`config.mk`:
```
export PLATFORM = sky130hd
export DESIGN_NAME = least_squares_gradient_matrix
export DESIGN_NICKNAME = d
export VERILOG_FILES = /design/src/rtl/core/lsgm_pkg.sv /design/src/rtl/core/least_squares_gradient_matrix.sv /design/src/rtl/core/lsgm_mul.sv /design/src/rtl/core/lsgm_div.sv
export SDC_FILE = /design/constraint.sdc
export NUM_CORES = 2
export LEC_CHECK = 0
export BUFFER_PORTS_ARGS = -buffer_cell sky130_fd_sc_hd__clkbuf_2
export CORE_MARGIN = 2
export CORE_UTILIZATION = 50
export CTS_CLUSTER_SIZE = 28
export DETAILED_ROUTE_END_ITERATION = 12
export PLACE_DENSITY = 0.67
export SLEW_MARGIN = 20
export SYNTH_ARGS = -nofsm -noshare
export SYNTH_HDL_FRONTEND = slang
export SYNTH_SLANG_ARGS = --single-unit
```
`constraint.sdc`:
```
create_clock -name i_clk -period 23.2 [get_ports i_clk]
set_input_delay 4.64 -clock i_clk [delete_from_list [all_inputs] [get_ports i_clk]]
set_output_delay 4.64 -clock i_clk [all_outputs]
set_load 0.05 [all_outputs]
```
`src/rtl/core/lsgm_pkg.sv`:
```
// Shared widths and defaults for the least-squares gradient matrix block.
package lsgm_pkg;
    localparam int DEF_MAX_NEIGHBOURS  = 4;
    localparam int DEF_COORD_FRAC_BITS = 24;
    localparam int COORD_W = 32;
    localparam int MAG_W   = 33;
    localparam int PROD_W  = 66;
    localparam int Q_W     = 32;
    localparam int DEF_NUM_W = 82;
endpackage

```
`src/rtl/core/least_squares_gradient_matrix.sv`:
```
// Least-squares gradient weights and 2x2 matrix inverse, one neighbour per request.
// Each request runs three multiplies and five divides before the result loads; a coincident
// point runs only its two squaring multiplies. The last neighbour adds two determinant
// multiplies and three inverse divides (only the multiplies when singular).
// Only one request is in flight; the next is taken the cycle after the result loads.
// Reset (synchronous, active low) clears the accumulators, counter and output valid.
module least_squares_gradient_matrix #(
    parameter int MAX_NEIGHBOURS  = lsgm_pkg::DEF_MAX_NEIGHBOURS,
    parameter int COORD_FRAC_BITS = lsgm_pkg::DEF_COORD_FRAC_BITS
) (
    input  logic         i_clk,
    input  logic         i_rst_n,
    input  logic         i_s_tvalid,
    output logic         o_s_tready,
    // center_x, center_y, neighbour_x, neighbour_y
    input  logic [127:0] i_s_tdata,
    input  logic         i_s_tlast,
    output logic         o_m_tvalid,
    input  logic         i_m_tready,
    // neighbour_index, weight_x, weight_y, inv_00, inv_01, inv_10, inv_11, zero pad
    output logic [199:0] o_m_tdata,
    // coincident, singular
    output logic [1:0]   o_m_tuser,
    output logic         o_m_tlast
);
    localparam int MW  = lsgm_pkg::MAG_W;
    localparam int PW  = lsgm_pkg::PROD_W;
    localparam int QW  = lsgm_pkg::Q_W;
    localparam int NUM_W = (MW + COORD_FRAC_BITS + 16 > PW + 16) ?
                           (MW + COORD_FRAC_BITS + 16) : (PW + 16);
    localparam int NB_W = ($clog2(MAX_NEIGHBOURS) < 2) ? 2 : $clog2(MAX_NEIGHBOURS);

    localparam logic [1:0] S_IDLE   = 2'd0;
    localparam logic [1:0] S_LAUNCH = 2'd1;
    localparam logic [1:0] S_WAIT   = 2'd2;
    localparam logic [1:0] S_FIN    = 2'd3;

    localparam logic [3:0] OP_MXX  = 4'd0;
    localparam logic [3:0] OP_MYY  = 4'd1;
    localparam logic [3:0] OP_MXY  = 4'd2;
    localparam logic [3:0] OP_WX   = 4'd3;
    localparam logic [3:0] OP_WY   = 4'd4;
    localparam logic [3:0] OP_AXX  = 4'd5;
    localparam logic [3:0] OP_AYY  = 4'd6;
    localparam logic [3:0] OP_AXY  = 4'd7;
    localparam logic [3:0] OP_DET1 = 4'd8;
    localparam logic [3:0] OP_DET2 = 4'd9;
    localparam logic [3:0] OP_INV0 = 4'd10;
    localparam logic [3:0] OP_INV1 = 4'd11;
    localparam logic [3:0] OP_INV3 = 4'd12;

    logic [1:0]      r_state;
    logic [3:0]      r_op;
    logic [MW-1:0]   r_mx, r_my;
    logic            r_sx, r_sy, r_last, r_coin, r_sing;
    logic [PW-1:0]   r_pxx, r_pyy, r_pxy, r_p1, r_dm;
    logic            r_dn;
    logic [QW-1:0]   r_wx, r_wy, r_inv0, r_inv1, r_inv3;
    logic [QW-1:0]   r_acc_xx, r_acc_xy, r_acc_yy;
    logic [NB_W-1:0] r_cnt;
    logic            r_out_valid;
    logic [199:0]    r_tdata;
    logic [1:0]      r_tuser;
    logic            r_tlast;

    logic            accept;
    logic [MW-1:0]   dx, dy;
    logic            is_mul;
    logic            mul_start, div_start, mul_done, div_done;
    logic [MW-1:0]   mul_a, mul_b;
    logic [PW-1:0]   prod;
    logic [NUM_W-1:0] div_num;
    logic [PW-1:0]   div_den;
    logic            div_neg;
    logic [QW-1:0]   quot;
    logic [QW-1:0]   mag_xx, mag_xy, mag_yy;
    logic [PW-1:0]   det;
    logic [PW-1:0]   det_mag;
    logic [3:0]      n_op;
    logic            n_fin;
    logic            fin_load;

    function automatic logic [QW-1:0] sat_add(input logic [QW-1:0] a, input logic [QW-1:0] b);
        logic [QW:0] s;
        s = {a[QW-1], a} + {b[QW-1], b};
        if (s[QW] != s[QW-1]) begin
            return s[QW] ? {1'b1, {(QW-1){1'b0}}} : {1'b0, {(QW-1){1'b1}}};
        end
        return s[QW-1:0];
    endfunction

    function automatic logic [QW-1:0] mag32(input logic [QW-1:0] v);
        return v[QW-1] ? (~v + 1'b1) : v;
    endfunction

    assign accept     = i_s_tvalid && o_s_tready;
    assign o_s_tready = (r_state == S_IDLE);

    always_comb begin
        dx = {i_s_tdata[95], i_s_tdata[95:64]} - {i_s_tdata[31], i_s_tdata[31:0]};
        dy = {i_s_tdata[127], i_s_tdata[127:96]} - {i_s_tdata[63], i_s_tdata[63:32]};
        mag_xx = mag32(r_acc_xx);
        mag_xy = mag32(r_acc_xy);
        mag_yy = mag32(r_acc_yy);
        det = ((r_acc_xx[QW-1] ^ r_acc_yy[QW-1]) ? (~r_p1 + 1'b1) : r_p1) - prod;
        det_mag = det[PW-1] ? (~det + 1'b1) : det;
    end

    always_comb begin
        is_mul  = 1'b0;
        mul_a   = r_mx;
        mul_b   = r_mx;
        div_num = {{(NUM_W-MW){1'b0}}, r_mx} << (COORD_FRAC_BITS + 16);
        div_den = r_pxx + r_pyy;
        div_neg = r_sx;
        unique case (r_op)
            OP_MXX: begin
                is_mul = 1'b1;
            end
            OP_MYY: begin
                is_mul = 1'b1;
                mul_a  = r_my;
                mul_b  = r_my;
            end
            OP_MXY: begin
                is_mul = 1'b1;
                mul_b  = r_my;
            end
            OP_WX: begin
            end
            OP_WY: begin
                div_num = {{(NUM_W-MW){1'b0}}, r_my} << (COORD_FRAC_BITS + 16);
                div_neg = r_sy;
            end
            OP_AXX: begin
                div_num = {{(NUM_W-PW){1'b0}}, r_pxx} << 16;
                div_neg = 1'b0;
            end
            OP_AYY: begin
                div_num = {{(NUM_W-PW){1'b0}}, r_pyy} << 16;
                div_neg = 1'b0;
            end
            OP_AXY: begin
                div_num = {{(NUM_W-PW){1'b0}}, r_pxy} << 16;
                div_neg = r_sx ^ r_sy;
            end
            OP_DET1: begin
                is_mul = 1'b1;
                mul_a  = {1'b0, mag_xx};
                mul_b  = {1'b0, mag_yy};
            end
            OP_DET2: begin
                is_mul = 1'b1;
                mul_a  = {1'b0, mag_xy};
                mul_b  = {1'b0, mag_xy};
            end
            OP_INV0: begin
                div_num = {{(NUM_W-QW){1'b0}}, mag_yy} << 32;
                div_den = r_dm;
                div_neg = r_acc_yy[QW-1] ^ r_dn;
            end
            OP_INV1: begin
                div_num = {{(NUM_W-QW){1'b0}}, mag_xy} << 32;
                div_den = r_dm;
                div_neg = (~r_acc_xy[QW-1]) ^ r_dn;
            end
            OP_INV3: begin
                div_num = {{(NUM_W-QW){1'b0}}, mag_xx} << 32;
                div_den = r_dm;
                div_neg = r_acc_xx[QW-1] ^ r_dn;
            end
            default: begin
            end
        endcase
    end

    assign mul_start = (r_state == S_LAUNCH) && is_mul;
    assign div_start = (r_state == S_LAUNCH) && !is_mul;

    always_comb begin
        n_op  = r_op;
        n_fin = 1'b0;
        unique case (r_op)
            OP_MXX:  n_op = OP_MYY;
            OP_MYY: begin
                if (r_coin) begin
                    n_op  = OP_DET1;
                    n_fin = !r_last;
                end else begin
                    n_op = OP_MXY;
                end
            end
            OP_MXY:  n_op = OP_WX;
            OP_WX:   n_op = OP_WY;
            OP_WY:   n_op = OP_AXX;
            OP_AXX:  n_op = OP_AYY;
            OP_AYY:  n_op = OP_AXY;
            OP_AXY: begin
                n_op  = OP_DET1;
                n_fin = !r_last;
            end
            OP_DET1: n_op = OP_DET2;
            OP_DET2: begin
                n_op  = OP_INV0;
                n_fin = (det == '0);
            end
            OP_INV0: n_op = OP_INV1;
            OP_INV1: n_op = OP_INV3;
            OP_INV3: n_fin = 1'b1;
            default: n_fin = 1'b1;
        endcase
    end

    assign fin_load = (r_state == S_FIN) && (!r_out_valid || i_m_tready);

    always_ff @(posedge i_clk) begin
        if (!i_rst_n) begin
            r_state     <= S_IDLE;
            r_op        <= OP_MXX;
            r_acc_xx    <= '0;
            r_acc_xy    <= '0;
            r_acc_yy    <= '0;
            r_cnt       <= '0;
            r_out_valid <= 1'b0;
        end else begin
            if (r_out_valid && i_m_tready && !fin_load) begin
                r_out_valid <= 1'b0;
            end
            unique case (r_state)
                S_IDLE: begin
                    if (accept) begin
                        r_mx    <= dx[MW-1] ? (~dx + 1'b1) : dx;
                        r_my    <= dy[MW-1] ? (~dy + 1'b1) : dy;
                        r_sx    <= dx[MW-1];
                        r_sy    <= dy[MW-1];
                        r_coin  <= (dx == '0) && (dy == '0);
                        r_last  <= i_s_tlast;
                        r_sing  <= 1'b0;
                        r_wx    <= '0;
                        r_wy    <= '0;
                        r_inv0  <= '0;
                        r_inv1  <= '0;
                        r_inv3  <= '0;
                        r_op    <= OP_MXX;
                        r_state <= S_LAUNCH;
                    end
                end
                S_LAUNCH: begin
                    r_state <= S_WAIT;
                end
                S_WAIT: begin
                    if (mul_done || div_done) begin
                        unique case (r_op)
                            OP_MXX:  r_pxx <= prod;
                            OP_MYY:  r_pyy <= prod;
                            OP_MXY:  r_pxy <= prod;
                            OP_WX:   r_wx  <= quot;
                            OP_WY:   r_wy  <= quot;
                            OP_AXX:  r_acc_xx <= sat_add(r_acc_xx, quot);
                            OP_AYY:  r_acc_yy <= sat_add(r_acc_yy, quot);
                            OP_AXY:  r_acc_xy <= sat_add(r_acc_xy, quot);
                            OP_DET1: r_p1 <= prod;
                            OP_DET2: begin
                                r_dm   <= det_mag;
                                r_dn   <= det[PW-1];
                                r_sing <= (det == '0);
                            end
                            OP_INV0: r_inv0 <= quot;
                            OP_INV1: r_inv1 <= quot;
                            OP_INV3: r_inv3 <= quot;
                            default: begin
                            end
                        endcase
                        r_op    <= n_op;
                        r_state <= n_fin ? S_FIN : S_LAUNCH;
                    end
                end
                S_FIN: begin
                    if (fin_load) begin
                        r_tdata <= {6'd0, r_inv3, r_inv1, r_inv1, r_inv0,
                                    r_wy, r_wx, r_cnt[1:0]};
                        r_tuser <= {r_sing, r_coin};
                        r_tlast <= r_last;
                        r_out_valid <= 1'b1;
                        if (r_last) begin
                            r_acc_xx <= '0;
                            r_acc_xy <= '0;
                            r_acc_yy <= '0;
                            r_cnt    <= '0;
                        end else if (32'(r_cnt) + 1 >= MAX_NEIGHBOURS) begin
                            r_cnt <= '0;
                        end else begin
                            r_cnt <= r_cnt + 1'b1;
                        end
                        r_state <= S_IDLE;
                    end
                end
                default: r_state <= S_IDLE;
            endcase
        end
    end

    lsgm_mul u_mul (
        .i_clk   (i_clk),
        .i_rst_n (i_rst_n),
        .i_start (mul_start),
        .i_a     (mul_a),
        .i_b     (mul_b),
        .o_done  (mul_done),
        .o_prod  (prod)
    );

    lsgm_div #(
        .NUM_W (NUM_W)
    ) u_div (
        .i_clk   (i_clk),
        .i_rst_n (i_rst_n),
        .i_start (div_start),
        .i_num   (div_num),
        .i_den   (div_den),
        .i_neg   (div_neg),
        .o_done  (div_done),
        .o_quot  (quot)
    );

    assign o_m_tvalid = r_out_valid;
    assign o_m_tdata  = r_tdata;
    assign o_m_tuser  = r_tuser;
    assign o_m_tlast  = r_tlast;

    a_coin_zero: assert property (@(posedge i_clk) disable iff (!i_rst_n)
        (o_m_tvalid && o_m_tuser[0]) |-> (o_m_tdata[65:2] == '0))
        else $error("coincident result with nonzero weights");
    a_sing_zero: assert property (@(posedge i_clk) disable iff (!i_rst_n)
        (o_m_tvalid && o_m_tuser[1]) |-> (o_m_tdata[193:66] == '0))
        else $error("singular result with nonzero inverse");
    a_sing_last: assert property (@(posedge i_clk) disable iff (!i_rst_n)
        (o_m_tvalid && !o_m_tlast) |-> (!o_m_tuser[1] && o_m_tdata[193:66] == '0))
        else $error("inverse fields set before last neighbour");
    a_one_unit: assert property (@(posedge i_clk) disable iff (!i_rst_n)
        !(mul_done && div_done))
        else $error("multiplier and divider finished together");
    a_busy: assert property (@(posedge i_clk) disable iff (!i_rst_n)
        accept |=> !o_s_tready)
        else $error("request taken while one is in progress");
endmodule

```
`src/rtl/core/lsgm_mul.sv`:
```
// Bit-serial shift-add multiplier for unsigned magnitudes.
module lsgm_mul (
    input  logic                      i_clk,
    input  logic                      i_rst_n,
    input  logic                      i_start,
    input  logic [lsgm_pkg::MAG_W-1:0]  i_a,
    input  logic [lsgm_pkg::MAG_W-1:0]  i_b,
    output logic                      o_done,
    output logic [lsgm_pkg::PROD_W-1:0] o_prod
);
    localparam int CNT_W = $clog2(lsgm_pkg::MAG_W + 1);

    logic [lsgm_pkg::PROD_W-1:0] r_a;
    logic [lsgm_pkg::MAG_W-1:0]  r_b;
    logic [lsgm_pkg::PROD_W-1:0] r_p;
    logic [CNT_W-1:0]            r_cnt;
    logic                        r_busy;
    logic                        r_done;

    always_ff @(posedge i_clk) begin
        if (!i_rst_n) begin
            r_busy <= 1'b0;
            r_done <= 1'b0;
            r_cnt  <= '0;
        end else begin
            r_done <= 1'b0;
            if (i_start) begin
                r_a    <= {{(lsgm_pkg::PROD_W-lsgm_pkg::MAG_W){1'b0}}, i_a};
                r_b    <= i_b;
                r_p    <= '0;
                r_cnt  <= CNT_W'(lsgm_pkg::MAG_W);
                r_busy <= 1'b1;
            end else if (r_busy) begin
                if (r_b[0]) begin
                    r_p <= r_p + r_a;
                end
                r_a   <= r_a << 1;
                r_b   <= r_b >> 1;
                r_cnt <= r_cnt - 1'b1;
                if (r_cnt == CNT_W'(1)) begin
                    r_busy <= 1'b0;
                    r_done <= 1'b1;
                end
            end
        end
    end

    assign o_done = r_done;
    assign o_prod = r_p;
endmodule

```
`src/rtl/core/lsgm_div.sv`:
```
// Bit-serial restoring divider with signed, saturated 32-bit quotient.
module lsgm_div #(
    parameter int NUM_W = lsgm_pkg::DEF_NUM_W
) (
    input  logic                      i_clk,
    input  logic                      i_rst_n,
    input  logic                      i_start,
    input  logic [NUM_W-1:0]          i_num,
    input  logic [lsgm_pkg::PROD_W-1:0] i_den,
    input  logic                      i_neg,
    output logic                      o_done,
    output logic [lsgm_pkg::Q_W-1:0]  o_quot
);
    localparam int CNT_W = $clog2(NUM_W + 1);
    localparam int PW    = lsgm_pkg::PROD_W;
    localparam int QW    = lsgm_pkg::Q_W;

    logic [NUM_W-1:0] r_num;
    logic [PW-1:0]    r_den;
    logic [PW-1:0]    r_rem;
    logic [QW:0]      r_q;
    logic             r_over;
    logic             r_neg;
    logic [CNT_W-1:0] r_cnt;
    logic             r_busy;
    logic             r_done;
    logic [QW-1:0]    r_quot;

    logic [PW:0]   rem_sh;
    logic          qb;
    logic [PW:0]   rem_nx;
    logic [QW:0]   cap;
    logic [QW:0]   qn;
    logic          n_over;
    logic [QW:0]   n_q;
    logic [QW:0]   fmag;
    logic [QW:0]   fval;

    always_comb begin
        rem_sh = {r_rem, r_num[NUM_W-1]};
        qb     = rem_sh >= {1'b0, r_den};
        rem_nx = qb ? rem_sh - {1'b0, r_den} : rem_sh;
        cap    = r_neg ? {2'b01, {(QW-1){1'b0}}} : {2'b00, {(QW-1){1'b1}}};
        qn     = {r_q[QW-1:0], qb};
        n_over = r_over | (qn > cap);
        n_q    = r_over ? r_q : qn;
        fmag   = n_over ? cap : n_q;
        fval   = r_neg ? (~fmag + 1'b1) : fmag;
    end

    always_ff @(posedge i_clk) begin
        if (!i_rst_n) begin
            r_busy <= 1'b0;
            r_done <= 1'b0;
            r_cnt  <= '0;
        end else begin
            r_done <= 1'b0;
            if (i_start) begin
                r_num  <= i_num;
                r_den  <= i_den;
                r_neg  <= i_neg;
                r_rem  <= '0;
                r_q    <= '0;
                r_over <= 1'b0;
                r_cnt  <= CNT_W'(NUM_W);
                r_busy <= 1'b1;
            end else if (r_busy) begin
                r_num  <= r_num << 1;
                r_rem  <= rem_nx[PW-1:0];
                r_q    <= n_q;
                r_over <= n_over;
                r_cnt  <= r_cnt - 1'b1;
                if (r_cnt == CNT_W'(1)) begin
                    r_busy <= 1'b0;
                    r_done <= 1'b1;
                    r_quot <= fval[QW-1:0];
                end
            end
        end
    end

    assign o_done = r_done;
    assign o_quot = r_quot;
endmodule

```
### Word-level counts from Yosys, hierarchy flattened

Index checks and enable logic that the tools add are counted.

| word-level totals | value |
|---|---|
| word-level logic and storage cells | 296 |
| input bits | 133 |
| register bits | 1327 |
| output and inout bits | 205 |

| cells by class | value |
|---|---|
| multiplexer cells | 113 |
| bitwise operators | 19 |
| equal/unequal tests | 34 |
| add/sub/neg operators | 21 |
| $lt $le $gt $ge | 3 |
| reduce and logical (&&, ||, !) cells | 56 |

Operators with widths:

| operator | number |
|---|---|
| two-way mux 32 bit | 36 |
| case mux 82 bit (7 select lines) | 1 |
| case mux 32 bit (2 select lines) | 8 |
| two-way mux 66 bit | 7 |
| case mux 33 bit (3 select lines) | 2 |
| two-way mux 33 bit | 5 |
| two-way mux 82 bit | 2 |
| adder 66 x 1 -> 66 bit, second input constant | 2 |
| adder 66 bit | 2 |
| NOT 66 bit | 2 |
| subtractor 66 bit | 2 |
| adder 32 x 1 -> 32 bit, second input constant | 4 |
| NOT 32 bit | 4 |
| adder 32 x 32 -> 33 bit | 3 |
| greater-or-equal comparator 67 x 66 -> 1 bit | 1 |
| adder 33 x 1 -> 33 bit, second input constant | 2 |
| zero test 33 bit | 2 |
| zero test 66 bit | 1 |
| NOT 33 bit | 2 |
| subtractor 32 x 32 -> 33 bit | 2 |
| two-way mux 65 bit | 1 |
| case mux 4 bit (12 select lines) | 1 |
| AND reduction 5 bit | 9 |
| > comparator 33 bit | 1 |
| 43 further kinds | 144 |

### Logic depth before layout (Yosys ltp)

| depth | value |
|---|---|
| word-level depth | 11 |
| mapped depth | 34 |
| gate-level depth less buffers | 29 |

### By module

Synthesis repeated with hierarchy kept, for this count alone.

| second synthesis, totals | value |
|---|---|
| cell total of the unflattened synthesis | 7865 |
| area, all modules | 80686.1 um2 |

By module, submodules not included:

| module | area an instance (um2) | cells each | times used | sequential area each (um2) |
|---|---|---|---|---|
| least_squares_gradient_matrix | 52658.0 | 5219 | 1 | 23933.0 |
| lsgm_div | 17530.6 | 1673 | 1 | 8588.2 |
| lsgm_mul | 10497.6 | 973 | 1 | 5114.9 |

### Worst setup path after synthesis

Ideal clock, no wire load.

| path | value |
|---|---|
| kind | input to register |
| start | in i_rst_n |
| end | reg r_tdata[0] (netlist: o_m_tdata[0]), enable pin |
| cell stages on the path | 4 |
| library setup time | 0.693 ns |
| required time | 22.507 ns |
| buffers on the path | 2 |
| path slack | 10.361 ns |
| arrival time | 12.146 ns |
| cells stage by stage | clkbuf_1 clkinv_1 clkbuf_1 nor2_1 |

| between the ends | value |
|---|---|
| word-level cells in the longest chain between the ends | 1 |

RTL lines:

| item | line | source |
|---|---|---|
| start: declaration | least_squares_gradient_matrix.sv:12 | `input logic i_rst_n,` |
| AND reduction 3 bit (no source line) | -- |  |
| end signal: assignment | least_squares_gradient_matrix.sv:280 | `r_tdata <= {6'd0, r_inv3, r_inv1, r_inv1, r_inv0,` |
| end: declaration | least_squares_gradient_matrix.sv:62 | `logic [199:0] r_tdata;` |

Every way passes these cells.
A chain may end at the register's enable or synchronous reset.

### Worst setup path after layout

| path | value |
|---|---|
| start | in i_s_tdata[64] |
| end | reg r_mx[32], data pin |

| between the ends | value |
|---|---|
| word-level cells in the longest chain between the ends | 3 |

RTL lines:

| item | line | source |
|---|---|---|
| start: declaration | least_squares_gradient_matrix.sv:16 | `input logic [127:0] i_s_tdata,` |
| subtractor 32 x 32 -> 33 bit * | least_squares_gradient_matrix.sv:100 | `dx = {i_s_tdata[95], i_s_tdata[95:64]} - {i_s_tdata[31], i_s_tdata[31:0]};` |
| NOT 33 bit | least_squares_gradient_matrix.sv:232 | `r_mx <= dx[MW-1] ? (~dx + 1'b1) : dx;` |
| adder 33 x 1 -> 33 bit | least_squares_gradient_matrix.sv:232 |  |
| end signal: assignment | least_squares_gradient_matrix.sv:232 |  |
| end: declaration | least_squares_gradient_matrix.sv:54 | `logic [MW-1:0] r_mx, r_my;` |

Every way passes the cells marked *; elsewhere a longest branch is shown, timed or not.

==> reports/results.tsv <==
stage	metric	value	unit
logic_synthesis	Yosys top cell area share	44.4	%
finish	post-route insts no fill	10200	
floorplanning	Ports	338	
floorplanning	Rows	145	
critical_path	delay of the slowest cell on the worst path	570	ps
drt	Remaining DRCs	0	
clock_network	CTS Hold Bufs	0	
global_route	pin count of the biggest net entering global routing	81	
sta	Fin. Hold Viols	0	
floorplanning	initial core utilization	50.2	%
sta	fin. max-slew vios	0	
logic_synthesis	combinational family with the most area after synthesis	compound AO/OA/AOI/OAI gates	
logic_synthesis	mux contribution to synthesized area	0.760	%
logic_synthesis	Post-Synth Simple-Gate Area	13.7	%
critical_path	CP Max Fanout	5	
power	Tot Pwr	5.69	mW
critical_path	CP startpoint kind	input pin	
sta	worst rel slew slack	18.8	%
clock_network	worst skew pair latency	830	ps
critical_path	crit-path leading delay family	simple AND/OR/NAND/NOR gates	
placed_design	placed insts	9909	
sta	Min Hold Slack	410	ps
floorplanning	die area	0.160	mm^2
floorplanning	Die Y	399	um
clock_network	CTS tree	built	
clock_network	post-CTS setup buffers	0	
logic_synthesis	Syn Inst Count	7798	
logic_synthesis	Yosys reg bits	1278	
logic_synthesis	synth top area cells	edfxtp_1 (44%), ha_1 (7.5%), a21oi_1 (4.1%)	
sta	Final period util	38.3	%
clock_network	clock slew seen by the registers of the worst setup and hold paths	60	ps
clock_network	TritonCTS Sinks	1278	
placed_design	Final Wtd Congestion	0.987	
critical_path	crit-path cells	clkbuf_2, inv_1, ha_1, inv_1, fa_1, a211oi_1, o211ai_1, nand3_1, nand2b_1, xor2_1, a2111oi_2, or4b_4, or4_4, or4b_4, nor2_4, nand2_1, nor3_1, ha_1, and2_1	
drt	DR WL/cell	23.1	um
finish	most frequent cells in the layout	edfxtp_1 (1156), nand2_1 (690), nor2_1 (662)	
drt	drt first pass iters	8	
placed_design	Place WS	13530	ps
sta	FMAX	0.113	GHz
job	Max-Cap Viols	0	
power	leakage power	33.6	nW
finish	layout cells sized above 1	9.36	%
clock_network	Clock Path Buffers	3	
drt	antenna viol nets, final	0	
power	pwr/cell area	65.6	mW/mm^2
critical_path	CP Class	input pin to flip-flop	
worst_hold_path	Hold Startpoint	r_wy[17]	
global_route	vias in the first global route	58000	
finish	Syn-to-layout area delta	10.8	%
clock_network	number of CTS-inserted buffers	143	
finish	Final #Nets	8606	
global_route	grt ovf	0	
global_route	Global Route Usage Sum	28.5	%
global_route	first-pass GRT wire length	350000	um
placed_design	port buffer count	331	
clock_network	CTS resizes	0	
critical_path	Critical Path RT	23770	ps
floorplanning	die width	399	um
logic_synthesis	Post-Syn Area	0.0782	mm^2
critical_path	Arr. time, crit path	9450	ps
drt	vias post-DR	62900	
sta	RSZ-0062 raised after global routing	false	
critical_path	RR Startpoint	r_p1[21]	
placed_design	DPL Wire Length	173000	um
sta	# setup viols final	0	
power	VDD IR max	0.0851	mV
sta	clock period minus worst slack	8880	ps
status	status	completed	
drt	violation count after the first detailed-route iteration	6914	
logic_synthesis	sequential fraction of the synthesis area	47.5	%
logic_synthesis	synth unique cells	111	
logic_synthesis	post-synth top area cell	edfxtp_1	
drt	Detailed Route WL	235000	um
logic_synthesis	number of synthesized flops with an enable pin	1156	
logic_synthesis	Synth Flop Type	edfxtp_1	
finish	commonest non-fill, non-tap cell in the layout	edfxtp_1	
global_route	initial antenna violation count	13	
clock_network	H-tree depth	4	
critical_path	Critical Path Sink Type	flip-flop	
critical_path	Critical Path Start	i_s_tdata[64]	
floorplanning	CORE AREA	0.156	mm^2
sta	Final Worst Setup Slack	14320	ps
critical_path	slowest cell on the critical path	or4_4	
sta	Worst-Margin Slew	1210	ps
logic_synthesis	Synth Area in Compound Gates	19.5	%
critical_path	CP bufs+invs	3	
logic_synthesis	syn_area_per_cell	10.0	um^2
drt	routed vias/inst	6.18	
logic_synthesis	Warnings, synthesis	0	
worst_hold_path	worst hold path type	flip-flop to flip-flop	
sta	Setup TNS Final	0	ps
clock_network	CTS Root Cell	clkbuf_16	
logic_synthesis	Synth Area in XOR/XNOR	7.20	%
logic_synthesis	Synth async-reset ratio	0	%
logic_synthesis	post-synthesis adder-cell area fraction	7.74	%
sta	Clock Skews	77.8	ps
cells in the mapped netlist (all sizes together) (16+ instances only):
library cell / n
edfxtp: 1156
nand2: 691
nor2: 676
a21oi: 648
o21ai: 593
ha: 468
xnor2: 369
inv: 332
clkbuf: 286
xor2: 272
a21o: 247
nor3: 144
nand3: 125
dfxtp: 122
nor2b: 117
a22oi: 106
o21a: 90
buf: 84
o31ai: 84
nand2b: 73
and2: 68
or3: 67
a211oi: 66
nand4: 65
a31oi: 63
and3: 60
o21bai: 57
mux2i: 56
o22ai: 48
a222oi: 43
nor4: 39
a221oi: 35
a41oi: 31
or4: 31
o211ai: 30
o41ai: 30
or2: 26
a2111oi: 25
o22a: 23
nor3b: 18
and4: 16
nand3b: 16
o2111ai: 16
path summary, 6_finish.rpt:
path                         to  slack, ps  cells after the start
hold reg to reg   o_m_tdata[51]        410                      0
setup reg to reg         r_sing      14800                     19
hold / removal    o_m_tdata[51]        410                      0
setup / recovery       r_mx[32]      14320                     19
layer usage:
| metal | up-vias | wire [um] | global-route usage, % | part of all wire (%) |
|---|---|---|---|---|
| li1 | 29300 | - | - | - |
| met1 | 30400 | 101000 | 39.7 | 43 |
| met2 | 2711 | 105000 | 44.3 | 45 |
| met3 | 471 | 20400 | 5.46 | 8.7 |
| met4 | 2 | 8590 | 10.0 | 3.7 |
| met5 | - | 13 | 0 | 0.0055 |
power breakdown:
part | switching (mW) | total [mW] | internal (mW)
Sequential | 0.0768 | 2.70 | 2.62
Clock | 1.00 | 2.31 | 1.31
Combinational | 0.427 | 0.675 | 0.249
layout make-up:
cell class	instances	area (um^2)
Inverter	334	1260
Clock inverter	84	1080
Antenna cell	1	2.50
Multi-Input combinational cell	5821	38500
Fill cell	13500	69200
Timing Repair Buffer	418	2320
Tap cell	2058	2570
Sequential cell	1278	37200
Clock buffer	175	3730
cell families after synthesis:
| group | Yosys count |
|---|---|
| buf+inv | 704 |
| mux | 59 |
| other cells | 1 |
| compound gates | 2376 |
| simple gates | 2260 |
| fa+ha+maj | 479 |
| flops | 1278 |
| xor+xnor | 641 |
state kept, by name (all words and copies together), names as in the netlist, 33 cells and up:
| register | flops |
|---|---|
| r_p1 | 66 |
| r_pxx | 66 |
| r_my | 33 |
| u_mul.o_prod | 66 |
| u_div.r_den | 66 |
| u_mul.r_a | 66 |
| r_pyy | 66 |
| r_mx | 33 |
| r_dm | 66 |
| r_pxy | 66 |
| o_m_tdata | 162 |
| u_div.r_num | 66 |
| u_div.r_rem | 66 |
| u_mul.r_b | 33 |
metrics by stage:
stage               util, %  cell area, um^2
floorplan                 -            78200
global placement       52.5            81800
detailed placement     52.5            81800
CTS                    55.6            86600
global route           55.6            86600
finish                 55.6            86600
Note: power is estimated with default switching activity, not from simulation.
